[src/rtl/core/spr_pkg.sv]
// Package for the four-channel setpoint ramp core.
// Holds request/response payload types, the sequencer state type and sizing constants.
// No dependencies.
`default_nettype none

package spr_pkg;

    localparam int SPR_CHANNELS = 4;
    localparam int SPR_CH_W     = $clog2(SPR_CHANNELS);
    localparam int SPR_VAL_W    = 16;
    localparam int SPR_STEP_W   = SPR_VAL_W + 1;
    localparam int SPR_SUM_W    = SPR_VAL_W + 2;
    localparam int SPR_CNT_W    = 8;
    localparam int SPR_QW       = 16;
    localparam int SPR_QCNT_W   = $clog2(SPR_QW);

    localparam logic [SPR_CNT_W-1:0] SPR_RAMP_RST = 8'd10;

    typedef struct packed {
        logic signed [SPR_VAL_W-1:0] target_3;
        logic signed [SPR_VAL_W-1:0] target_2;
        logic signed [SPR_VAL_W-1:0] target_1;
        logic signed [SPR_VAL_W-1:0] target_0;
    } t_spr_req;

    typedef struct packed {
        logic signed [SPR_VAL_W-1:0] drive_3;
        logic signed [SPR_VAL_W-1:0] drive_2;
        logic signed [SPR_VAL_W-1:0] drive_1;
        logic signed [SPR_VAL_W-1:0] drive_0;
    } t_spr_rsp;

    typedef struct packed {
        logic                  start;
        logic                  neg;
        logic [SPR_QW-1:0]     dividend;
        logic [SPR_CNT_W-1:0]  divisor;
    } t_spr_div_cmd;

    typedef struct packed {
        logic                         done;
        logic signed [SPR_STEP_W-1:0] quot;
    } t_spr_div_rsp;

    typedef enum logic [1:0] {
        ST_IDLE,
        ST_EVAL,
        ST_DIV,
        ST_OUT
    } t_spr_state;

endpackage

`default_nettype wire

[src/rtl/core/spr_divider.sv]
// Shared restoring divider: unsigned 16-bit magnitude by 8-bit divisor, one bit per cycle.
// Quotient is negated on completion for a truncate-toward-zero signed result.
// Depends on spr_pkg.
`default_nettype none

module spr_divider
    import spr_pkg::*;
(
    input  wire logic         i_clk,
    input  wire logic         i_rst_n,
    input  wire t_spr_div_cmd i_cmd,
    output t_spr_div_rsp      o_rsp
);

    logic                  r_busy;
    logic                  r_done;
    logic                  r_neg;
    logic [SPR_QCNT_W-1:0] r_cnt;
    logic [SPR_CNT_W-1:0]  r_rem;
    logic [SPR_QW-1:0]     r_quo;
    logic [SPR_CNT_W-1:0]  r_div;

    logic [SPR_CNT_W:0]    w_shift;
    logic [SPR_CNT_W:0]    w_diff;
    logic                  w_ge;
    logic [SPR_STEP_W-1:0] w_mag;

    assign w_shift = {r_rem, r_quo[SPR_QW-1]};
    assign w_diff  = w_shift - {1'b0, r_div};
    assign w_ge    = (w_shift >= {1'b0, r_div});
    assign w_mag   = {1'b0, r_quo};

    always_ff @(posedge i_clk) begin
        if (!i_rst_n) begin
            r_busy <= 1'b0;
            r_done <= 1'b0;
            r_cnt  <= '0;
        end else begin
            r_done <= 1'b0;
            if (i_cmd.start) begin
                r_busy <= 1'b1;
                r_cnt  <= '0;
            end else if (r_busy) begin
                r_cnt <= r_cnt + 1'b1;
                if (r_cnt == SPR_QCNT_W'(SPR_QW - 1)) begin
                    r_busy <= 1'b0;
                    r_done <= 1'b1;
                end
            end
        end
    end

    always_ff @(posedge i_clk) begin
        if (i_cmd.start) begin
            r_rem <= '0;
            r_quo <= i_cmd.dividend;
            r_div <= i_cmd.divisor;
            r_neg <= i_cmd.neg;
        end else if (r_busy) begin
            r_rem <= w_ge ? w_diff[SPR_CNT_W-1:0] : w_shift[SPR_CNT_W-1:0];
            r_quo <= {r_quo[SPR_QW-2:0], w_ge};
        end
    end

    assign o_rsp.done = r_done;
    assign o_rsp.quot = r_neg ? -w_mag : w_mag;

endmodule

`default_nettype wire

[src/rtl/core/setpoint_ramp_four_channel_core.sv]
// Top level of the four-channel setpoint ramp core: sequencer, channel state, output register.
// Depends on spr_pkg and spr_divider.
//
//   channel  signals                              payload
//   req      i_req_valid / o_req_ready            i_req  (t_spr_req, four targets)
//   rsp      o_rsp_valid / i_rsp_ready            o_rsp  (t_spr_rsp, four drives)
//   cfg      i_cfg_valid / o_cfg_ready            i_cfg_data (ramp_steps, 8 bit)
//
// Channels are processed one after another. An unchanged target is settled in ST_EVAL; a
// changed target also passes through ST_DIV (one bit per cycle in the shared divider). ST_OUT
// then loads the response register once it is free, and the sequencer returns to ST_IDLE.
// Synchronous active-low reset clears channel state except latched targets; ramp_steps resets to 10.
// A held response does not block the next request; it waits only at the final load.
`default_nettype none

module setpoint_ramp_four_channel_core
    import spr_pkg::*;
(
    input  wire logic                 i_clk,
    input  wire logic                 i_rst_n,
    input  wire logic                 i_req_valid,
    output logic                      o_req_ready,
    input  wire t_spr_req             i_req,
    output logic                      o_rsp_valid,
    input  wire logic                 i_rsp_ready,
    output t_spr_rsp                  o_rsp,
    input  wire logic                 i_cfg_valid,
    output logic                      o_cfg_ready,
    input  wire logic [SPR_CNT_W-1:0] i_cfg_data
);

    t_spr_state r_state, n_state;

    logic [SPR_CNT_W-1:0]         r_ramp;
    logic [SPR_CH_W-1:0]          r_ch, n_ch;
    logic signed [SPR_VAL_W-1:0]  r_tgt   [SPR_CHANNELS];
    logic signed [SPR_VAL_W-1:0]  n_tgt   [SPR_CHANNELS];
    logic signed [SPR_VAL_W-1:0]  r_last  [SPR_CHANNELS];
    logic signed [SPR_VAL_W-1:0]  n_last  [SPR_CHANNELS];
    logic signed [SPR_VAL_W-1:0]  r_drive [SPR_CHANNELS];
    logic signed [SPR_VAL_W-1:0]  n_drive [SPR_CHANNELS];
    logic signed [SPR_STEP_W-1:0] r_step  [SPR_CHANNELS];
    logic signed [SPR_STEP_W-1:0] n_step  [SPR_CHANNELS];
    logic [SPR_CNT_W-1:0]         r_steps [SPR_CHANNELS];
    logic [SPR_CNT_W-1:0]         n_steps [SPR_CHANNELS];
    t_spr_rsp                     r_rsp, n_rsp;
    logic                         r_rsp_valid, n_rsp_valid;

    logic [SPR_CNT_W-1:0]         w_n;
    logic signed [SPR_VAL_W-1:0]  w_t;
    logic signed [SPR_VAL_W-1:0]  w_d;
    logic                         w_same;
    logic                         w_below;
    logic                         w_last_ch;
    logic                         w_load;
    logic signed [SPR_STEP_W-1:0] w_gap;
    logic [SPR_STEP_W-1:0]        w_gap_mag;
    logic signed [SPR_STEP_W-1:0] w_add;
    logic signed [SPR_SUM_W-1:0]  w_sum;
    logic signed [SPR_VAL_W-1:0]  w_sat;
    t_spr_div_cmd                 w_div_cmd;
    t_spr_div_rsp                 w_div_rsp;

    spr_divider u_div (
        .i_clk   (i_clk),
        .i_rst_n (i_rst_n),
        .i_cmd   (w_div_cmd),
        .o_rsp   (w_div_rsp)
    );

    assign w_n       = (r_ramp == '0) ? SPR_CNT_W'(1) : r_ramp;
    assign w_t       = r_tgt[r_ch];
    assign w_d       = r_drive[r_ch];
    assign w_same    = (w_t == r_last[r_ch]);
    assign w_below   = (r_steps[r_ch] < w_n);
    assign w_last_ch = (r_ch == SPR_CH_W'(SPR_CHANNELS - 1));
    assign w_load    = !r_rsp_valid || i_rsp_ready;

    assign w_gap     = SPR_STEP_W'(w_t) - SPR_STEP_W'(w_d);
    assign w_gap_mag = w_gap[SPR_STEP_W-1] ? -w_gap : w_gap;

    // one adder serves both the hold-ramp step and the freshly divided step
    assign w_add = (r_state == ST_DIV) ? w_div_rsp.quot : r_step[r_ch];
    assign w_sum = SPR_SUM_W'(w_d) + SPR_SUM_W'(w_add);

    always_comb begin
        if (w_sum > SPR_SUM_W'(32767)) begin
            w_sat = 16'sh7FFF;
        end else if (w_sum < -SPR_SUM_W'(32768)) begin
            w_sat = 16'sh8000;
        end else begin
            w_sat = w_sum[SPR_VAL_W-1:0];
        end
    end

    assign w_div_cmd.start    = (r_state == ST_EVAL) && !w_same;
    assign w_div_cmd.neg      = w_gap[SPR_STEP_W-1];
    assign w_div_cmd.dividend = w_gap_mag[SPR_QW-1:0];
    assign w_div_cmd.divisor  = w_n;

    // next state
    always_comb begin
        n_state = r_state;
        unique case (r_state)
            ST_IDLE: begin
                if (i_req_valid) begin
                    n_state = ST_EVAL;
                end
            end
            ST_EVAL: begin
                if (!w_same) begin
                    n_state = ST_DIV;
                end else if (w_last_ch) begin
                    n_state = ST_OUT;
                end
            end
            ST_DIV: begin
                if (w_div_rsp.done) begin
                    n_state = w_last_ch ? ST_OUT : ST_EVAL;
                end
            end
            ST_OUT: begin
                if (w_load) begin
                    n_state = ST_IDLE;
                end
            end
            default: n_state = ST_IDLE;
        endcase
    end

    // outputs and datapath updates
    always_comb begin
        o_req_ready     = (r_state == ST_IDLE);
        n_ch            = r_ch;
        n_tgt           = r_tgt;
        n_last          = r_last;
        n_drive         = r_drive;
        n_step          = r_step;
        n_steps         = r_steps;
        n_rsp           = r_rsp;
        n_rsp_valid     = r_rsp_valid;
        if (r_rsp_valid && i_rsp_ready) begin
            n_rsp_valid = 1'b0;
        end
        unique case (r_state)
            ST_IDLE: begin
                if (i_req_valid) begin
                    n_tgt[0] = i_req.target_0;
                    n_tgt[1] = i_req.target_1;
                    n_tgt[2] = i_req.target_2;
                    n_tgt[3] = i_req.target_3;
                    n_ch     = '0;
                end
            end
            ST_EVAL: begin
                if (w_same) begin
                    if (w_below) begin
                        n_drive[r_ch] = w_sat;
                        n_steps[r_ch] = r_steps[r_ch] + 1'b1;
                    end
                    n_ch = r_ch + 1'b1;
                end
            end
            ST_DIV: begin
                if (w_div_rsp.done) begin
                    n_step[r_ch]  = w_div_rsp.quot;
                    n_drive[r_ch] = w_sat;
                    n_steps[r_ch] = SPR_CNT_W'(1);
                    n_last[r_ch]  = w_t;
                    n_ch          = r_ch + 1'b1;
                end
            end
            ST_OUT: begin
                if (w_load) begin
                    n_rsp.drive_0 = r_drive[0];
                    n_rsp.drive_1 = r_drive[1];
                    n_rsp.drive_2 = r_drive[2];
                    n_rsp.drive_3 = r_drive[3];
                    n_rsp_valid   = 1'b1;
                end
            end
            default: ;
        endcase
    end

    always_ff @(posedge i_clk) begin
        if (!i_rst_n) begin
            r_state     <= ST_IDLE;
            r_ch        <= '0;
            r_rsp_valid <= 1'b0;
            for (int k = 0; k < SPR_CHANNELS; k++) begin
                r_last[k]  <= '0;
                r_drive[k] <= '0;
                r_step[k]  <= '0;
                r_steps[k] <= '0;
            end
        end else begin
            r_state     <= n_state;
            r_ch        <= n_ch;
            r_rsp_valid <= n_rsp_valid;
            r_last      <= n_last;
            r_drive     <= n_drive;
            r_step      <= n_step;
            r_steps     <= n_steps;
        end
    end

    always_ff @(posedge i_clk) begin
        r_tgt <= n_tgt;
        r_rsp <= n_rsp;
    end

    always_ff @(posedge i_clk) begin
        if (!i_rst_n) begin
            r_ramp <= SPR_RAMP_RST;
        end else if (i_cfg_valid) begin
            r_ramp <= i_cfg_data;
        end
    end

    assign o_cfg_ready = 1'b1;
    assign o_rsp_valid = r_rsp_valid;
    assign o_rsp       = r_rsp;

    a_div_start_eval: assert property (@(posedge i_clk) disable iff (!i_rst_n)
        w_div_cmd.start |-> (r_state == ST_EVAL) && !w_same)
        else $error("divider started outside channel evaluation");

    a_div_done_wait: assert property (@(posedge i_clk) disable iff (!i_rst_n)
        w_div_rsp.done |-> (r_state == ST_DIV))
        else $error("divider result arrived while sequencer not waiting");

    a_req_busy: assert property (@(posedge i_clk) disable iff (!i_rst_n)
        (i_req_valid && o_req_ready) |=> !o_req_ready)
        else $error("request accepted while previous one still in progress");

    a_rsp_load: assert property (@(posedge i_clk) disable iff (!i_rst_n)
        (r_state == ST_OUT && w_load) |=> o_rsp_valid && (r_state == ST_IDLE))
        else $error("response not presented after final channel");

endmodule

`default_nettype wire

[config.mk]
export PLATFORM = sky130hd
export DESIGN_NAME = setpoint_ramp_four_channel_core
export DESIGN_NICKNAME = d
export VERILOG_FILES = /design/src/rtl/core/spr_pkg.sv /design/src/rtl/core/spr_divider.sv /design/src/rtl/core/setpoint_ramp_four_channel_core.sv
export SDC_FILE = /design/constraint.sdc
export NUM_CORES = 1
export LEC_CHECK = 0
export BUFFER_PORTS_ARGS = -buffer_cell sky130_fd_sc_hd__buf_2
export CAP_MARGIN = 20
export CORE_MARGIN = 4
export CORE_UTILIZATION = 44
export DETAILED_ROUTE_END_ITERATION = 6
export HOLD_SLACK_MARGIN = 0.03
export PLACE_DENSITY = 0.6
export SLEW_MARGIN = 40
export SYNTH_ARGS = -nofsm -noshare
export SYNTH_HDL_FRONTEND = slang
export SYNTH_SLANG_ARGS = --single-unit
[constraint.sdc]
create_clock -name i_clk -period 10.3 [get_ports i_clk]
set_clock_uncertainty 0.05 [all_clocks]
set_input_delay 2.06 -clock i_clk [delete_from_list [all_inputs] [get_ports i_clk]]
set_output_delay 2.06 -clock i_clk [all_outputs]
set_load 0.005 [all_outputs]
==> metrics.txt, run 1 <==
status finished, final reports clean; Startpoint Class flop; pre-CTS setup slack 4410 ps; Lkg Pwr 8.72 nW; Tot GR Track Use 20.2%; vias 13500; Seq/Total Area, Yosys 50.7%; FP Rows 76; minimum clock period 5250 ps; Final ANT Viol Nets 0; Worst-path clk slew 60 ps; RSZ-0062 raised after global routing no; Clk pwr share 29.1%; most frequent cells in the layout 300 x nand2_1, 253 x dfxtp_1, 153 x edfxtp_1; vias per inst 5.50; core area 0.0430 mm²; multiplexer share of the synthesized area 10.6%; Detail Placement HPWL 33200 µm; Root Buffer clkbuf_16; Post-Synth Adder-Cell Area 4.24%; Max Cap Viol 0; CP endpoint kind flop; Critical Path Fanout Max 30; relative slew slack 47.3%; first-pass GRT wire length 75400 µm; fin crit share 51.0%; net switching power 1.97 mW; FF-to-FF Start r_ch[0]; initial antenna violation count 1; share of synthesized registers carrying an async set or reset 0%; count of final hold-check violations 0; I/O Pins 144; # setup viols final 0; max frequency 190 MHz; Compound-Gate Fraction of Synth Area 15.9%; cts-stage hold buffer count 0; drt total wl 47700 µm; Routed WL per cell 19.4 µm; Synth cell types 67; Synth Instances 1731; vias in the first global route 13400; worst r2r path cells 15; Worst Path Arrival 5500 ps; clk_lat worst skew 580 ps; Chip Width 216 µm; Comb pwr share 33.9%; critical path class reg2reg; TritonCTS buffer count 45; commonest non-fill, non-tap cell in the layout nand2_1; share of cells above drive strength 1 17.6%; area share of and/or/nand/nor cells after synthesis 11.8%; Final nets 1971; ys flop type dfxtp_1; Post-Syn Area 0.0191 mm²; Post-CTS Resized 0; worst min path class reg2reg; setup ws final 5050 ps; RePlAce Congestion 0.865; largest family of logic cells by synthesized area compound AO/OA/AOI/OAI gates; gr ovfl total 0; Max IR drop VDD 142 µV; Int Power 3.50 mW; Synth Warn # 0; setup bufs post-CTS 0; setup TNS 0 ps; worst hold start r_drive[3]; Max Slew Vio Count 0; CTS Buffer Depth 3; DR pass1 iterations 5; Initial Util 44.5%; total power 5.47 mW; Post-Synth XOR/XNOR Area 3.44%; CTS H-Tree Depth 2; syn avg cell area 11.0 µm²; EDFF count, synth 153; DRC 0; DIE AREA 0.0468 mm²; Worst Setup SP r_ch[0]; Yosys reg bits 408; pwr/cell area 251 mW/mm²; fillers 3958; synthesized net count 1871; Flop pwr share 37.0%; Slew @ Worst Pin 791 ps; PortBufs 142; CTS sink count 408; sw frac 36.0%; First DRT Iteration DRCs 873; hold path depth 0; area grow syn2layout 13.9%; fin util 50.6%; largest net degree at the start of global routing 105; TritonCTS clock tree done; Vert. Die Dim 216 µm; CP Data Required Time 10550 ps
## flip-flops by register name (all words and copies together), names as in the netlist
| name | flops |
|---|---|
| r_step | 68 |
| o_rsp | 64 |
| r_drive | 64 |
| r_last | 64 |
| r_tgt | 64 |
| r_steps | 32 |
| u_div.r_quo | 16 |
| r_ramp | 8 |
| u_div.r_div | 8 |
| u_div.r_rem | 8 |
| u_div.r_cnt | 4 |
| r_ch | 2 |
| r_state | 2 |
| o_rsp_valid | 1 |
| u_div.r_busy | 1 |
| u_div.r_done | 1 |
| u_div.r_neg | 1 |
## final timing paths
kind,endpoint,slack [ps]
setup / recovery,u_div.r_quo[15],5050
hold / removal,o_rsp[51],410
setup reg to reg,u_div.r_quo[15],5050
hold reg to reg,o_rsp[51],410
## synth_stat cells (5+ instances only)
| master | count | share of area, % |
|---|---|---|
| o211a_1 | 63 | 3.3 |
| o31ai_1 | 5 | 0.20 |
| and3_1 | 11 | 0.36 |
| ha_1 | 60 | 3.9 |
| a21o_1 | 14 | 0.55 |
| nand4_1 | 10 | 0.33 |
| nand2_1 | 300 | 5.9 |
| nor3_1 | 14 | 0.37 |
| nand3_1 | 29 | 0.76 |
| a21boi_0 | 79 | 3.1 |
| o211ai_1 | 9 | 0.35 |
| or2_2 | 7 | 0.23 |
| or3_1 | 7 | 0.23 |
| buf_2 | 10 | 0.26 |
| edfxtp_1 | 153 | 24 |
| clkbuf_1 | 71 | 1.4 |
| mux4_2 | 73 | 8.6 |
| o21a_1 | 18 | 0.71 |
| xnor2_1 | 40 | 1.8 |
| nor2b_1 | 39 | 1.3 |
| mux2i_1 | 36 | 1.9 |
| a31oi_1 | 12 | 0.39 |
| xor2_1 | 35 | 1.6 |
| a211oi_1 | 7 | 0.27 |
| a22o_1 | 53 | 2.4 |
| inv_1 | 50 | 0.98 |
| dfxtp_1 | 255 | 27 |
| and2_1 | 13 | 0.43 |
| nand2b_1 | 5 | 0.16 |
| a21oi_1 | 54 | 1.4 |
| nor3b_1 | 7 | 0.27 |
| nor2_1 | 47 | 0.92 |
| o21ai_0 | 75 | 2.0 |
| buf_1 | 16 | 0.31 |
## layer usage
layer / global-route usage (%) / vias up / routed length (µm)
met5: 0 / - / 13
met4: 7.21 / 2 / 1600
met3: 3.83 / 80 / 2500
met2: 33.6 / 309 / 22700
met1: 26.4 / 6592 / 20900
li1: - / 6505 / -
## critical path, cell delays in order, from the launching register on
cell	delay (ps)
dfxtp_4	770
buf_4	530
mux4_2	690
inv_1	170
ha_1	190
inv_1	50
fa_1	390
a21o_1	200
nand3_1	110
a21oi_1	150
a21o_1	260
mux2i_1	130
a2111oi_1	660
a41oi_1	240
xnor2_1	250
o21ai_0	100
## kinds of logic after synthesis
group | Yosys count
AOI/OAI and AO/OA | 415
xor gates and xnor gates | 75
adders and majority gates | 63
buffers and inverters | 155
DFF | 408
muxes | 111
other | 1
and+or+nand+nor | 503
## through the flow
step | instances | cell area (µm²) | hold slack, ps
floorplan | 1731 | 19100 | 370
global placement | 2369 | 20300 | 395
detailed placement | 2369 | 20300 | 395
CTS | 2453 | 21700 | 409
global route | 2454 | 21800 | 424
finish | 2454 | 21800 | 407
## final cells by class
cell class	instances	area, µm²	share of cell area (%)
Antenna cell	1	2.50	0.0115
Clock buffer	58	1230	5.63
Clock inverter	26	243	1.12
Inverter	52	195	0.897
Multi-Input combinational cell	1168	8830	40.6
Sequential cell	408	9710	44.6
Tap cell	585	732	3.36
Timing Repair Buffer	156	826	3.79
## power by group through the flow
stage	clock network, mW	registers (mW)	logic [mW]
6_report	1.59	2.03	1.85
2_1_floorplan	0	1.99	1.41
3_5_place_dp	0	2.06	1.85
4_1_cts	1.63	2.03	1.85
3_3_place_gp	0	2.06	1.82
5_1_grt	1.70	2.05	2.06
No activity file was read; power rests on OpenSTA's default activity.
==> run 2: changes to the inputs <==
Clock period 10.3 ns to 5.47 ns, I/O delays scaled along.
==> metrics.txt, run 2 (synthesis gave the netlist of run 1 again) <==
status finished, final reports clean; Slew @ Worst Pin 762 ps (-28.8 ps); critical path class reg2reg; r2r setup slk 650 ps (-4400 ps); Worst-path clk slew 60 ps (about the same); pwr/cell area 480 mW/mm² (+91%); setup TNS 0 ps (unchanged); Final nets 1984 (+0.66%); multi-input logic area 0.00884 mm² (+0.13%); Routed WL per cell 20.0 µm (+2.8%); most frequent cells in the layout 300 x nand2_1, 253 x dfxtp_1, 153 x edfxtp_1; area grow syn2layout 14.9%; # setup viols final 0 (unchanged); Root Buffer clkbuf_16; I/O Pins 144 (unchanged); DIE AREA 0.0468 mm² (unchanged); PortBufs 142 (unchanged); Vert. Die Dim 216 µm (unchanged); Final ANT Viol Nets 0 (unchanged); max FFs per register 68 (unchanged); First DRT Iteration DRCs 849 (-2.7%); cts-stage hold buffer count 0 (unchanged); Max IR drop VDD 279 µV (+96%); setup bufs post-CTS 0 (unchanged); grt met2 use 35.5% (+1.9 points); DRC 0 (unchanged); Register Area 0.00971 mm² (unchanged); register with the most flip-flops r_step; max frequency 207 MHz (+8.9%); Tot GR Track Use 20.8% (+0.61 points); pre-CTS setup slack 668 ps (-3740 ps); CTS Buffer Depth 3 (unchanged); drt total wl 49300 µm (+3.3%); Detail Placement HPWL 34400 µm (+3.6%); GR peak layer met2; setup ws final 648 ps (-4400 ps); initial antenna violation count 0 (-1); Final Cell Area 0.0220 mm² (+0.91%); Area after DPL 0.0204 mm² (+0.68%); count of final hold-check violations 0 (unchanged); CTS H-Tree Depth 2 (unchanged); largest net degree at the start of global routing 112 (+6.7%); vias in the first global route 13700 (+2.5%); met1 usage 27.3% (+0.84 points); fin crit share 88.2% (+37 points); met3 usage 3.30% (-0.53 points); FP Rows 76 (unchanged); vias per inst 5.57 (+1.3%); clk_lat worst skew 570 ps (about the same); Startpoint Class flop; TritonCTS clock tree done; core area 0.0430 mm² (unchanged); first-pass GRT wire length 77300 µm (+2.6%); minimum clock period 4820 ps (-428 ps); CTS sink count 408 (unchanged); fin util 51.1% (+0.46 points); hold slack 406 ps (-0.838 ps); commonest non-fill, non-tap cell in the layout nand2_1; antenna cells 0 (-1); Max Cap Viol 0 (unchanged); CP endpoint kind flop; CP Data Required Time 5870 ps (-4680 ps); Max Slew Vio Count 0 (unchanged); DR pass1 iterations 6 (+1); Post-CTS Resized 0 (unchanged); Worst Path Arrival 5220 ps (-280 ps); worst min path class reg2reg; Critical Path Fanout Max 20 (-33%); Initial Util 44.5% (unchanged); RSZ-0062 raised after global routing no; RePlAce Congestion 0.893 (+3.3%); gr ovfl total 0 (unchanged); share of cells above drive strength 1 18.2% (+0.57 points); vias 13700 (+1.8%); Lkg Pwr 8.84 nW (+1.3%); Chip Width 216 µm (unchanged); TritonCTS buffer count 45 (unchanged); relative slew slack 49.2% (+1.9 points); fillers 3875 (-2.1%)
## run 2: cell types whose count changed in the layout (fill, tap and decap cells not counted), sizes merged
cell | previous run | this run
buf | 156 | 169
bufinv | 3 | 5
clkbuf | 58 | 62
clkinv | 17 | 16
clkinvlp | 4 | 1
diode | 1 | 0
inv | 54 | 52
## run 2: critical path, cell delays in order, from the launching register on
cell	delay, ps
dfxtp_4	660
buf_4	300
buf_4	240
mux4_2	640
xnor2_1	220
nand4_1	170
nor4_2	580
nand3_1	200
a21oi_2	530
nand2_1	310
and2_1	450
a22o_1	320
## run 2: final cells by class
cell class,count,area share (%)
clock inverter,22,1.11
sequential,408,44.2
timing repair buffer,169,4.32
inverter,52,0.889
multi-input combinational,1168,40.3
tap,585,3.33
clock buffer,62,5.89
## run 2: metal layers
layer / part of all wire [%] / vias to the layer above
li1: - / 6538
met2: 49 / 357
met4: 2.5 / 0
met5: 0 / -
met1: 43 / 6746
met3: 5.4 / 86
## run 2: through the flow
stage / cells / power (mW)
floorplan: 1731 / 6.40
global placement: 2382 / 7.43
detailed placement: 2382 / 7.48
CTS: 2466 / 10.6
global route: 2466 / 11.2
finish: 2466 / 10.6
## run 2: final timing paths
check / startpoint / end / depth (start not counted)
setup / recovery: r_ch[0] / r_drive[54] / 11
hold / removal: r_drive[46] / o_rsp[30] / 0
setup reg to reg: r_ch[0] / r_drive[54] / 11
hold reg to reg: r_drive[46] / o_rsp[30] / 0
## run 2: where the power goes
group | internal [mW] | switching, mW | total (mW)
registers | 3.55 | 0.263 | 3.81
logic | 1.36 | 2.26 | 3.61
clock network | 1.89 | 1.23 | 3.13
total | 6.80 | 3.75 | 10.6
